<file path="config.mk">
export PLATFORM = sky130hd
export DESIGN_NAME = offset_table_engine
export DESIGN_NICKNAME = d
export VERILOG_FILES = /design/src/sv/ote_pkg.sv /design/src/sv/ote_ctrl.sv /design/src/sv/ote_dp.sv /design/src/sv/offset_table_engine.sv
export SDC_FILE = /design/constraint.sdc
export NUM_CORES = 2
export LEC_CHECK = 0
export ABC_AREA = 0
export BUFFER_PORTS_ARGS = -buffer_cell sky130_fd_sc_hd__buf_2
export CORE_ASPECT_RATIO = 1.4
export CORE_MARGIN = 2
export CORE_UTILIZATION = 50
export DETAILED_ROUTE_END_ITERATION = 8
export PLACE_DENSITY = 0.66
export RECOVER_POWER = 25
export SETUP_SLACK_MARGIN = 0.1
export SYNTH_ARGS = -nofsm -noshare
export SYNTH_HDL_FRONTEND = slang
export SYNTH_HIERARCHICAL = 1
export SYNTH_SLANG_ARGS = --single-unit
</file>
<file path="constraint.sdc">
create_clock -name i_clk -period 10.05 [get_ports i_clk]
set_clock_uncertainty 0.2 [all_clocks]
set_input_delay 1.5075 -clock i_clk [delete_from_list [all_inputs] [get_ports i_clk]]
set_output_delay 1.5075 -clock i_clk [all_outputs]
set_load 0.05 [all_outputs]
</file>
<file path="src/sv/ote_pkg.sv">
package ote_pkg;

    localparam int MAX_PARTS = 64;
    localparam int ADDR_W    = $clog2(MAX_PARTS);
    localparam int VAL_W     = 31;
    localparam int IDX_W     = 6;
    localparam int CNT_W     = 7;

    typedef enum logic [1:0] {
        KIND_CLEAR  = 2'd0,
        KIND_APPEND = 2'd1,
        KIND_SET    = 2'd2,
        KIND_QUERY  = 2'd3
    } t_kind;

    typedef enum logic [1:0] {
        ST_OK       = 2'd0,
        ST_OVERFLOW = 2'd1,
        ST_RANGE    = 2'd2,
        ST_FULL     = 2'd3
    } t_status;

    typedef struct packed {
        t_kind              kind;
        logic [IDX_W-1:0]   part_index;
        logic [VAL_W-1:0]   amount;
    } t_in_word;

    typedef struct packed {
        logic [VAL_W-1:0]   start_offset;
        logic [VAL_W-1:0]   part_size;
        logic [VAL_W-1:0]   max_other_size;
        logic [VAL_W-1:0]   total_size;
        logic [CNT_W-1:0]   part_count;
        t_status            status;
    } t_out_word;

    typedef enum logic [2:0] {
        S_IDLE,
        S_DECODE,
        S_SCAN,
        S_CALC,
        S_CHECK,
        S_SWEEP,
        S_DONE
    } t_state;

    typedef struct packed {
        logic load;
        logic do_clear;
        logic do_append;
        logic do_range;
        logic scan_start;
        logic scan_run;
        logic calc;
        logic set_fail;
        logic sweep_start;
        logic sweep_run;
        logic out_load;
    } t_cmd;

    typedef struct packed {
        t_kind kind;
        logic  range_err;
        logic  scan_done;
        logic  set_ovf;
        logic  sweep_done;
        logic  out_free;
    } t_stat;

endpackage

</file>
<file path="src/sv/ote_ctrl.sv">
module ote_ctrl (
    input  logic          i_clk,
    input  logic          i_rst_n,
    input  logic          i_in_valid,
    output logic          o_in_ready,
    input  ote_pkg::t_stat i_stat,
    output ote_pkg::t_cmd  o_cmd
);
    import ote_pkg::*;

    t_state r_state;
    t_state n_state;

    always_ff @(posedge i_clk) begin
        if (!i_rst_n) begin
            r_state <= S_IDLE;
        end else begin
            r_state <= n_state;
        end
    end

    always_comb begin
        n_state = r_state;
        unique case (r_state)
            S_IDLE: begin
                if (i_in_valid) begin
                    n_state = S_DECODE;
                end
            end
            S_DECODE: begin
                case (i_stat.kind)
                    KIND_CLEAR, KIND_APPEND: n_state = S_DONE;
                    default: n_state = i_stat.range_err ? S_DONE : S_SCAN;
                endcase
            end
            S_SCAN: begin
                if (i_stat.scan_done) begin
                    n_state = (i_stat.kind == KIND_SET) ? S_CALC : S_DONE;
                end
            end
            S_CALC: n_state = S_CHECK;
            S_CHECK: n_state = i_stat.set_ovf ? S_DONE : S_SWEEP;
            S_SWEEP: begin
                if (i_stat.sweep_done) begin
                    n_state = S_DONE;
                end
            end
            S_DONE: begin
                if (i_stat.out_free) begin
                    n_state = S_IDLE;
                end
            end
            default: n_state = S_IDLE;
        endcase
    end

    always_comb begin
        o_cmd      = '0;
        o_in_ready = 1'b0;
        unique case (r_state)
            S_IDLE: begin
                // nothing is taken while reset is held
                o_in_ready = i_rst_n;
                o_cmd.load = i_in_valid && i_rst_n;
            end
            S_DECODE: begin
                case (i_stat.kind)
                    KIND_CLEAR:  o_cmd.do_clear  = 1'b1;
                    KIND_APPEND: o_cmd.do_append = 1'b1;
                    default: begin
                        o_cmd.do_range   = i_stat.range_err;
                        o_cmd.scan_start = !i_stat.range_err;
                    end
                endcase
            end
            S_SCAN:  o_cmd.scan_run = 1'b1;
            S_CALC:  o_cmd.calc = 1'b1;
            S_CHECK: begin
                o_cmd.set_fail    = i_stat.set_ovf;
                o_cmd.sweep_start = !i_stat.set_ovf;
            end
            S_SWEEP: o_cmd.sweep_run = 1'b1;
            S_DONE:  o_cmd.out_load = i_stat.out_free;
            default: o_cmd = '0;
        endcase
    end

endmodule

</file>
<file path="src/sv/ote_dp.sv">
module ote_dp (
    input  logic              i_clk,
    input  logic              i_rst_n,
    input  ote_pkg::t_in_word  i_in_word,
    output ote_pkg::t_out_word o_out_word,
    output logic              o_out_valid,
    input  logic              i_out_ready,
    input  ote_pkg::t_cmd      i_cmd,
    output ote_pkg::t_stat     o_stat
);
    import ote_pkg::*;

    // entry k of the offset table (k >= 1) lives at address k-1; entry zero is always zero
    logic [VAL_W-1:0]  r_mem [MAX_PARTS];
    logic [VAL_W-1:0]  r_rd_data;

    t_kind             r_kind;
    logic [IDX_W-1:0]  r_idx;
    logic [VAL_W-1:0]  r_amount;

    logic [CNT_W-1:0]  r_count;
    logic [VAL_W-1:0]  r_total;

    logic [CNT_W-1:0]  r_k;
    logic [CNT_W-1:0]  r_pk;
    logic [CNT_W-1:0]  r_hi;
    logic [CNT_W-1:0]  r_lo;
    logic              r_pend;
    logic [VAL_W-1:0]  r_prev;
    logic [VAL_W-1:0]  r_diff;
    logic [VAL_W-1:0]  r_delta;

    logic [VAL_W-1:0]  r_res_start;
    logic [VAL_W-1:0]  r_res_psize;
    logic [VAL_W-1:0]  r_res_max;
    t_status           r_res_status;

    t_out_word         r_out_word;
    logic              r_out_valid;

    logic [VAL_W:0]    app_sum;
    logic [VAL_W:0]    chk_sum;
    logic              full;
    logic              range_err;
    logic              scan_issue;
    logic              sweep_issue;
    logic [VAL_W-1:0]  data_k;
    logic [VAL_W-1:0]  seg;
    logic [CNT_W-1:0]  idx_ext;
    logic              mem_we;
    logic [ADDR_W-1:0] wr_addr;
    logic [VAL_W-1:0]  wr_data;
    logic [ADDR_W-1:0] rd_addr;
    logic              out_free;

    assign idx_ext     = {1'b0, r_idx};
    assign app_sum     = {1'b0, r_total} + {1'b0, r_amount};
    assign chk_sum     = {1'b0, r_diff} + {1'b0, r_amount};
    assign full        = (r_count == CNT_W'(MAX_PARTS));
    assign range_err   = (idx_ext >= r_count);
    assign scan_issue  = i_cmd.scan_run && (r_k <= r_hi);
    assign sweep_issue = i_cmd.sweep_run && (r_k <= r_count);
    assign data_k      = (r_pk == '0) ? '0 : r_rd_data;
    assign seg         = data_k - r_prev;
    assign rd_addr     = ADDR_W'(r_k - CNT_W'(1));
    assign out_free    = !r_out_valid || i_out_ready;

    always_comb begin
        mem_we  = 1'b0;
        wr_addr = ADDR_W'(r_count);
        wr_data = app_sum[VAL_W-1:0];
        if (i_cmd.do_append && !full && !app_sum[VAL_W]) begin
            mem_we = 1'b1;
        end else if (i_cmd.sweep_run && r_pend) begin
            mem_we  = 1'b1;
            wr_addr = ADDR_W'(r_pk - CNT_W'(1));
            wr_data = r_rd_data + r_delta;
        end
    end

    always_ff @(posedge i_clk) begin
        if (mem_we) begin
            r_mem[wr_addr] <= wr_data;
        end
        r_rd_data <= r_mem[rd_addr];
    end

    always_ff @(posedge i_clk) begin
        if (!i_rst_n) begin
            r_count     <= '0;
            r_total     <= '0;
            r_pend      <= 1'b0;
            r_out_valid <= 1'b0;
        end else begin
            if (i_cmd.do_clear) begin
                r_count <= '0;
                r_total <= '0;
            end
            if (i_cmd.do_append && !full && !app_sum[VAL_W]) begin
                r_count <= r_count + CNT_W'(1);
                r_total <= app_sum[VAL_W-1:0];
            end
            if (i_cmd.sweep_start) begin
                r_total <= chk_sum[VAL_W-1:0];
            end
            if (i_cmd.scan_start || i_cmd.sweep_start) begin
                r_pend <= 1'b0;
            end else if (i_cmd.scan_run) begin
                r_pend <= scan_issue;
            end else if (i_cmd.sweep_run) begin
                r_pend <= sweep_issue;
            end
            if (i_cmd.out_load) begin
                r_out_valid <= 1'b1;
            end else if (i_out_ready) begin
                r_out_valid <= 1'b0;
            end
        end
    end

    always_ff @(posedge i_clk) begin
        if (i_cmd.load) begin
            r_kind   <= i_in_word.kind;
            r_idx    <= i_in_word.part_index;
            r_amount <= i_in_word.amount;
        end
        if (i_cmd.do_clear || i_cmd.do_range || i_cmd.set_fail) begin
            r_res_start  <= '0;
            r_res_psize  <= '0;
            r_res_max    <= '0;
            r_res_status <= i_cmd.do_clear ? ST_OK :
                            (i_cmd.do_range ? ST_RANGE : ST_OVERFLOW);
        end
        if (i_cmd.do_append) begin
            r_res_max <= '0;
            if (full) begin
                r_res_start  <= '0;
                r_res_psize  <= '0;
                r_res_status <= ST_FULL;
            end else if (app_sum[VAL_W]) begin
                r_res_start  <= '0;
                r_res_psize  <= '0;
                r_res_status <= ST_OVERFLOW;
            end else begin
                r_res_start  <= r_total;
                r_res_psize  <= r_amount;
                r_res_status <= ST_OK;
            end
        end
        if (i_cmd.scan_start) begin
            // set size only needs entries idx and idx+1, a query walks the whole table
            if (r_kind == KIND_SET) begin
                r_k  <= idx_ext;
                r_lo <= idx_ext;
                r_hi <= idx_ext + CNT_W'(1);
            end else begin
                r_k  <= '0;
                r_lo <= '0;
                r_hi <= r_count;
            end
            r_prev       <= '0;
            r_res_start  <= '0;
            r_res_psize  <= '0;
            r_res_max    <= '0;
            r_res_status <= ST_OK;
        end
        if (scan_issue || sweep_issue) begin
            r_k  <= r_k + CNT_W'(1);
            r_pk <= r_k;
        end
        if (i_cmd.scan_run && r_pend) begin
            r_prev <= data_k;
            if (r_pk != r_lo) begin
                if ((r_pk - CNT_W'(1)) == idx_ext) begin
                    r_res_start <= r_prev;
                    r_res_psize <= seg;
                end else if (seg > r_res_max) begin
                    r_res_max <= seg;
                end
            end
        end
        if (i_cmd.calc) begin
            // r_res_psize holds the old size here
            r_diff  <= r_total - r_res_psize;
            r_delta <= r_amount - r_res_psize;
        end
        if (i_cmd.sweep_start) begin
            r_k         <= idx_ext + CNT_W'(1);
            r_res_psize <= r_amount;
        end
        if (i_cmd.out_load) begin
            r_out_word.start_offset   <= r_res_start;
            r_out_word.part_size      <= r_res_psize;
            r_out_word.max_other_size <= r_res_max;
            r_out_word.total_size     <= r_total;
            r_out_word.part_count     <= r_count;
            r_out_word.status         <= r_res_status;
        end
    end

    always_comb begin
        o_stat.kind       = r_kind;
        o_stat.range_err  = range_err;
        o_stat.scan_done  = (r_k > r_hi) && !r_pend;
        o_stat.set_ovf    = chk_sum[VAL_W];
        o_stat.sweep_done = (r_k > r_count) && !r_pend;
        o_stat.out_free   = out_free;
    end

    assign o_out_word  = r_out_word;
    assign o_out_valid = r_out_valid;

endmodule

</file>
<file path="src/sv/offset_table_engine.sv">
// flow from accept to result valid: clear, append and an index out of range go from decode
// straight to the result; a query walks the whole table; set size makes two reads,
// a check, then a read-modify-write walk over the later offsets, and stops after the check if it would overflow
// throughput: one word at a time, the next accepted in the cycle after the result loads;
// a stalled result holds the next word off
// reset: synchronous active low, empties the table at once; no clearing pass
module offset_table_engine (
    input  logic              i_clk,
    input  logic              i_rst_n,
    input  logic              i_in_valid,
    output logic              o_in_ready,
    input  ote_pkg::t_in_word  i_in_word,
    output logic              o_out_valid,
    input  logic              i_out_ready,
    output ote_pkg::t_out_word o_out_word
);
    import ote_pkg::*;

    t_cmd  cmd;
    t_stat stat;

    ote_ctrl u_ctrl (
        .i_clk      (i_clk),
        .i_rst_n    (i_rst_n),
        .i_in_valid (i_in_valid),
        .o_in_ready (o_in_ready),
        .i_stat     (stat),
        .o_cmd      (cmd)
    );

    ote_dp u_dp (
        .i_clk       (i_clk),
        .i_rst_n     (i_rst_n),
        .i_in_word   (i_in_word),
        .o_out_word  (o_out_word),
        .o_out_valid (o_out_valid),
        .i_out_ready (i_out_ready),
        .i_cmd       (cmd),
        .o_stat      (stat)
    );

    // one word in flight: ready drops right after an accept
    a_one_in_flight: assert property (@(posedge i_clk) disable iff (!i_rst_n)
        (i_in_valid && o_in_ready) |=> !o_in_ready)
        else $error("input accepted while a word is in flight");

    a_count_bound: assert property (@(posedge i_clk) disable iff (!i_rst_n)
        o_out_valid |-> (o_out_word.part_count <= CNT_W'(MAX_PARTS)))
        else $error("part count above table size");

    a_refused_zero: assert property (@(posedge i_clk) disable iff (!i_rst_n)
        (o_out_valid && (o_out_word.status != ST_OK)) |->
        (o_out_word.start_offset == '0 && o_out_word.part_size == '0
         && o_out_word.max_other_size == '0))
        else $error("refused word carries nonzero fields");

    a_part_within_total: assert property (@(posedge i_clk) disable iff (!i_rst_n)
        (o_out_valid && (o_out_word.status == ST_OK)) |->
        (({1'b0, o_out_word.start_offset} + {1'b0, o_out_word.part_size})
         <= {1'b0, o_out_word.total_size}))
        else $error("part extends past total");

endmodule
</file>
# After elaboration in Yosys (flattened, before gate mapping)
# Memories as Yosys holds them, arrays and structs flattened. A register that Yosys moved wholly into a read port is not among the register bits.
# Cells that the tools add are included.
dict set report word_totals {
  memories 1
  mem_bits_rw 1984
  ff_bits 431
}
# name depth word_bits read_ports rd_clocked_by_memory_dff write_ports line
set mem_list {}
lappend mem_list {u_dp.r_mem 64 31 1 1 1 ote_dp.sv:14} ;# logic [VAL_W-1:0] r_mem [MAX_PARTS];
dict set report op_classes {
  muxes 75
  reduce_logical 33
  bitwise 1
  addsub 11
  order_cmp 6
  eq_ne 15
}
# cell count
set op_table {}
lappend op_table {{$mux W31} 32}
lappend op_table {{$sub A31 B31 Y31} 3}
lappend op_table {{$add A31 B31 Y32} 2}
lappend op_table {{$mux W7} 6}
lappend op_table {{$add A31 B31 Y31} 1}
lappend op_table {{$gt A31 B31 Y1} 1}
lappend op_table {{$mux W3} 7}
lappend op_table {{$pmux W3 S7} 1}
lappend op_table {{$mux W6} 3}
lappend op_table {{$mux W1} 17}
lappend op_table {{$mux W2} 8}
lappend op_table {{$add A7 B1 Y7 const B} 2}
lappend op_table {{$gt A7 B7 Y1} 2}
lappend op_table {{$le A7 B7 Y1} 2}
lappend op_table {{$reduce_bool A2 Y1} 5}
lappend op_table {{$eq A3 B3 Y1 const B} 3}
lappend op_table {{$logic_and A1 B1 Y1} 9}
lappend op_table {{$add A6 B1 Y7 const B} 1}
lappend op_table {{$eq A7 B6 Y1} 1}
lappend op_table {{$eq A7 B7 Y1 const B} 1}
lappend op_table {{$ge A6 B7 Y1} 1}
lappend op_table {{$logic_not A7 Y1} 1}
lappend op_table {{$ne A7 B7 Y1} 1}
lappend op_table {{$sub A7 B1 Y7 const B} 1}
lappend op_table {{other kinds (16)} 30}

# Logic depth before layout (Yosys ltp)
dict set report logic_depth {
  depth_word 13
  mapped_depth 32
}

# By module
# The synthesis kept the hierarchy.
# mod cells_each n_inst area_per_inst_um2
set modules_own_cells {}
lappend modules_own_cells {ote_dp 5539 1 102034.1}
lappend modules_own_cells {ote_ctrl 44 1 330.3}

# Worst setup path after synthesis
# No wires, ideal clock.
dict set report synth_path {
  path_type {input to register}
  startpoint {input i_out_ready}
  endpoint {register u_dp.r_out_word, in the netlist u_dp/o_out_word[0], enable pin}
  slack_ns 1.880
  setup_ns 0.628
  cell_stages 4
  arrival_time_ns 7.342
  path_cell_list {nand2b_1 buf_4 nand2_1 nor2_1}
}
# element line
set synth_rtl {}
lappend synth_rtl {{start: declaration} offset_table_engine.sv:14} ;# input logic i_out_ready,
lappend synth_rtl {{end: declaration} ote_dp.sv:38} ;# t_out_word r_out_word;

# Final worst setup path
dict set report layout_path {
  startpoint {register u_dp.r_amount[2]}
  endpoint {memory u_dp.r_mem[28][19], data pin}
}
dict set report layout_via {
  elab_chain_cells 4
  word_cells_on_any_way 5
  classes_between {add/sub (1); mux (2); reduce/logical (2)}
}
# element line
set layout_lines {}
lappend layout_lines {{start: declaration} ote_dp.sv:19} ;# logic [VAL_W-1:0] r_amount;
lappend layout_lines {{start signal: assignment} ote_dp.sv:125} ;# r_amount <= i_in_word.amount;
lappend layout_lines {{$add A31 B31 Y32 (*)} ote_dp.sv:57} ;# assign app_sum = {1'b0, r_total} + {1'b0, r_amount};
lappend layout_lines {{$logic_not A1 Y1} ote_dp.sv:72} ;# if (i_cmd.do_append && !full && !app_sum[VAL_W]) begin
lappend layout_lines {{$logic_and A1 B1 Y1} ote_dp.sv:72}
lappend layout_lines {{$mux W31 (*)} ote_dp.sv:72}
lappend layout_lines {{named net u_dp.wr_data[19]} ote_dp.sv:52} ;# logic [VAL_W-1:0] wr_data;
lappend layout_lines {{end: declaration} ote_dp.sv:14}
# Mark *: on every way through the listed nets, which the timed path passes. The rest lies on a longest branch.

==> results.sh <==
export IMPL_regToRegSetupSlack_ns=0.98
export IMPL_postCtsHoldBufs=0
export IMPL_routabilityCongestion=0.989
export IMPL_layout_setup_ws_ns=0.984
export IMPL_synth_edf_count=2276
export IMPL_grt_start_max_net_pins=119
export IMPL_antenna_left=0
export IMPL_post_place_ws_ns=1.79
export IMPL_clkTransAtPathRegs_ns=0.06
export IMPL_ys_types=103
export IMPL_clkLatencyLatePin_ns=0.87
export IMPL_dieHeight_um=539
export IMPL_num_rows=196
export IMPL_cp_num_cells=12
export IMPL_multi_input_area_um2=29700
export IMPL_drc_errors=0
export IMPL_grtUsageTotal_pct=24.6
export IMPL_intPower_w=0.0223
export IMPL_fin_tns_setup_ns=0
export IMPL_hp_class="flip-flop to flip-flop"
export IMPL_antenna_found_initial=7
export IMPL_swShare_pct=32.7
export IMPL_ys_seq_area_share_pct=70.1
export IMPL_cpMaxStageDelayCell="nor2_1"
export IMPL_regArea_um2=71700
export IMPL_power_density_nw_per_um2=289
export IMPL_critPathRequiredTime_ns=10.08
export IMPL_wl_per_cell_um=29.5
export IMPL_pwr_share_seq_pct=40.2
export IMPL_pwr_share_comb_pct=34.2
export IMPL_drive_gt1_share_pct=21.5
export IMPL_fmax_ghz=0.110
export IMPL_dp_hpwl_um=163000
export IMPL_grt_pass1_vias=55283
export IMPL_cts_buffers=221
export IMPL_drt_total_wl_um=258000
export IMPL_pin_count=178
export IMPL_cp_cell_sequence="ha_1 > o211ai_1 > o211ai_1 > nor3b_1 > o31ai_4 > buf_4 > o21ai_0 > a221oi_4 > clkbuf_1 > nor2_1 > mux2i_4 > clkbuf_1"
export IMPL_ys_warn_count=6
export IMPL_htree_levels=4
export IMPL_setup_viol=0
export IMPL_critical_path_buf_inv_count=3
export IMPL_crit_fanout=64
export IMPL_worst_hold_path_endpoint="u_dp/o_out_word[120]"
export IMPL_end_kind="flip-flop"
export IMPL_rsz0062_at_grt="false"
export IMPL_numPortBuffers=177
export IMPL_period_share_pct=90.2
export IMPL_fin_crit_ns=9.07
export IMPL_synthFlopType="edfxtp_1"
export IMPL_grt_pass1_wl_um=376000
export IMPL_synth_seq_cells=2445
export IMPL_die_x_um=386
export IMPL_nets=6180
export IMPL_start_kind="flip-flop"
export IMPL_place_area_um2=108000
export IMPL_hold_violations=0
export IMPL_syn_nets=5872
export IMPL_min_from="u_dp/r_res_start[18]"
export IMPL_violations="max-capacitance violations, max-slew violations"
export IMPL_maxSlewViolCount=890
export IMPL_outcome="complete, but fails checks"
export IMPL_slew_headroom_pct=-154
export IMPL_dieArea_um2=208000
export IMPL_cts_resized=0
export IMPL_tightest_slew_ns=3.81
export IMPL_syn_cell_area_um2=102000
export IMPL_core_um2=204000
export IMPL_leakage_nw=37.5
export IMPL_p_clk_share_pct=25.6
export IMPL_r2r_start="u_dp/r_amount[2]"
export IMPL_area_growth_pct=12.0
export IMPL_clockRootBuffer="clkbuf_16"
export IMPL_ir_worst_vdd_mv=0.323
export IMPL_reg2reg_depth=12
export IMPL_cts_buffer_depth=4
export IMPL_cp_top_family="buffers and inverters"
export IMPL_min_path_cells=0
export IMPL_max_cap_violations=17
export IMPL_syn_area_per_cell_um2=18.3
export IMPL_dr_first_iter_drc_count=5404
export IMPL_cts_tree="yes"
export IMPL_start_util_pct=50.3
export IMPL_post_cts_setup_buffer_count=0
export IMPL_dr_pass1_iters=5
export IMPL_switchingPower_w=0.0108
export IMPL_fill_cells=15294
export IMPL_worstSetupPathType="flip-flop to flip-flop"
export IMPL_cp_arrival_ns=9.10
export IMPL_num_vias=53967
export IMPL_slowest_delay_ns=2.03
export IMPL_reg2reg_to="u_dp/r_mem[28][19]"
export IMPL_cts_sinks=2445
export IMPL_synthArstFlopShare_pct=0
export IMPL_overflow=0
export IMPL_via_per_inst=6.17
export IMPL_syn_inst=5583
export IMPL_finalInstanceArea_um2=115000
[routing by layer]
metal  vias up  share of wire [%]  global-route usage [%]
met4         0                4.4                    10.3
met1     28381                 38                    30.6
met5         -                  0                       0
met3       503                5.2                    2.83
li1      23216                  -                       -
met2      1867                 52                    43.8
[stage by stage]
stage / instances / utilization (%) / power (W) / hold slack (ns)
final: 8747 / 56.3 / 0.0332 / 0.234
after global routing: 8745 / 56.3 / 0.0345 / 0.244
after CTS: 8744 / 56.5 / 0.0332 / 0.234
after detailed placement: 8341 / 52.9 / 0.0248 / 0.217
after global placement: 8341 / 52.9 / 0.0246 / 0.217
after floorplan: 5583 / - / 0.0211 / 0.203
[area by class of cell]
class	instances	share of cell area, %
Antenna cell	3	0.00655
Clock buffer	259	5.01
Clock inverter	144	1.29
Inverter	196	0.642
Multi-Input combinational cell	2700	26.0
Sequential cell	2445	62.6
Tap cell	2673	2.92
Timing Repair Buffer	327	1.61
[power by group through the flow]
| stage | Clock [W] | Sequential, W | Combinational (W) |
|---|---|---|---|
| finish | 0.00849 | 0.0133 | 0.0113 |
| global route | 0.00899 | 0.0134 | 0.0122 |
| CTS | 0.00862 | 0.0133 | 0.0113 |
| detailed placement | 0 | 0.0135 | 0.0112 |
| global placement | 0 | 0.0135 | 0.0111 |
| floorplan | 0 | 0.0135 | 0.00756 |
[flip-flops by register name, indices dropped and copies added (netlist names)]
| signal | flops |
|---|---|
| u_dp/r_res_start | 31 |
| u_dp/r_delta | 31 |
| u_dp/r_res_psize | 31 |
| u_dp/r_prev | 31 |
| u_dp/r_rd_data | 31 |
| u_dp/r_hi | 7 |
| u_dp/r_idx | 6 |
| u_dp/r_res_status | 2 |
| u_ctrl/r_state | 3 |
| u_dp/r_pend | 1 |
| u_dp/r_pk | 7 |
| u_dp/o_out_word | 133 |
| u_dp/r_amount | 31 |
| u_dp/r_res_max | 31 |
| u_dp/r_mem | 1984 |
| u_dp/r_count | 7 |
| u_dp/r_diff | 31 |
| u_dp/r_total | 31 |
| u_dp/r_k | 7 |
| u_dp/r_kind | 2 |
| u_dp/r_lo | 6 |
| u_dp/o_out_valid | 1 |
[worst reg2reg max path: stages (launching register included)]
cell	delay (ns)
edfxtp_1	0.50
ha_1	0.43
o211ai_1	0.14
o211ai_1	0.41
nor3b_1	0.58
o31ai_4	0.12
buf_4	0.21
o21ai_0	0.64
a221oi_4	0.10
clkbuf_1	0.55
nor2_1	2.05
mux2i_4	0.44
clkbuf_1	1.98
[cell usage in the layout (no fill, tap or decap), types with 90 or more instances in the layout]
master / synthesis / layout
buf_4: 6 / 127
clkbuf_16: 0 / 221
o21ai_0: 198 / 180
inv_1: 195 / 194
ha_1: 240 / 240
clkbuf_1: 161 / 191
edfxtp_1: 2276 / 2276
nor2_1: 213 / 149
dfxtp_1: 169 / 169
a21o_1: 90 / 90
mux4_2: 651 / 651
a21oi_1: 194 / 189
nand2_1: 187 / 187
xnor2_1: 109 / 107
[Yosys cell counts, types with 13 or more instances]
| master | count | area share [%] |
|---|---|---|
| inv_1 | 195 | 0.72 |
| buf_1 | 44 | 0.16 |
| nor3_1 | 37 | 0.18 |
| and3_1 | 48 | 0.29 |
| nor3b_1 | 21 | 0.15 |
| buf_2 | 28 | 0.14 |
| nor2_1 | 213 | 0.78 |
| mux4_2 | 651 | 14 |
| a31oi_1 | 15 | 0.092 |
| o21a_1 | 29 | 0.21 |
| a21oi_1 | 194 | 0.95 |
| ha_1 | 240 | 2.9 |
| nand4_1 | 24 | 0.15 |
| dfxtp_1 | 169 | 3.3 |
| clkbuf_1 | 161 | 0.59 |
| o21ai_1 | 15 | 0.073 |
| o21bai_1 | 18 | 0.13 |
| o211ai_1 | 15 | 0.11 |
| nor2b_1 | 40 | 0.24 |
| edfxtp_1 | 2276 | 67 |
| o31ai_1 | 15 | 0.11 |
| mux2i_1 | 13 | 0.13 |
| nand2_1 | 187 | 0.69 |
| nand3_1 | 77 | 0.38 |
| a211oi_1 | 45 | 0.33 |
| a22oi_1 | 49 | 0.36 |
| o21ai_0 | 198 | 0.97 |
| xnor2_1 | 109 | 0.93 |
| xor2_1 | 79 | 0.68 |
| nand2b_1 | 34 | 0.21 |
| a21o_1 | 90 | 0.66 |
| and2_1 | 48 | 0.29 |
[cell families after synthesis]
kind of cell	after synthesis	synth area share (%)
fa+ha+maj	246	3.05
compound gates	809	5.23
mux	666	14.5
flops	2445	70.1
buf+inv	438	1.68
simple gates	790	3.85
xor+xnor	189	1.64
[worst max-delay path by stage]
stage,from,to
floorplan,i_out_ready,u_dp/o_out_word[0]
global placement,u_dp/r_pk[0],u_dp/r_res_max[2]
detailed placement,u_dp/r_pk[0],u_dp/r_res_max[17]
CTS,u_dp/r_pk[0],u_dp/r_res_max[17]
global route,u_dp/r_amount[4],u_dp/r_mem[24][29]
finish,u_dp/r_amount[2],u_dp/r_mem[28][19]
Note: power is estimated with default switching activity, not from simulation.
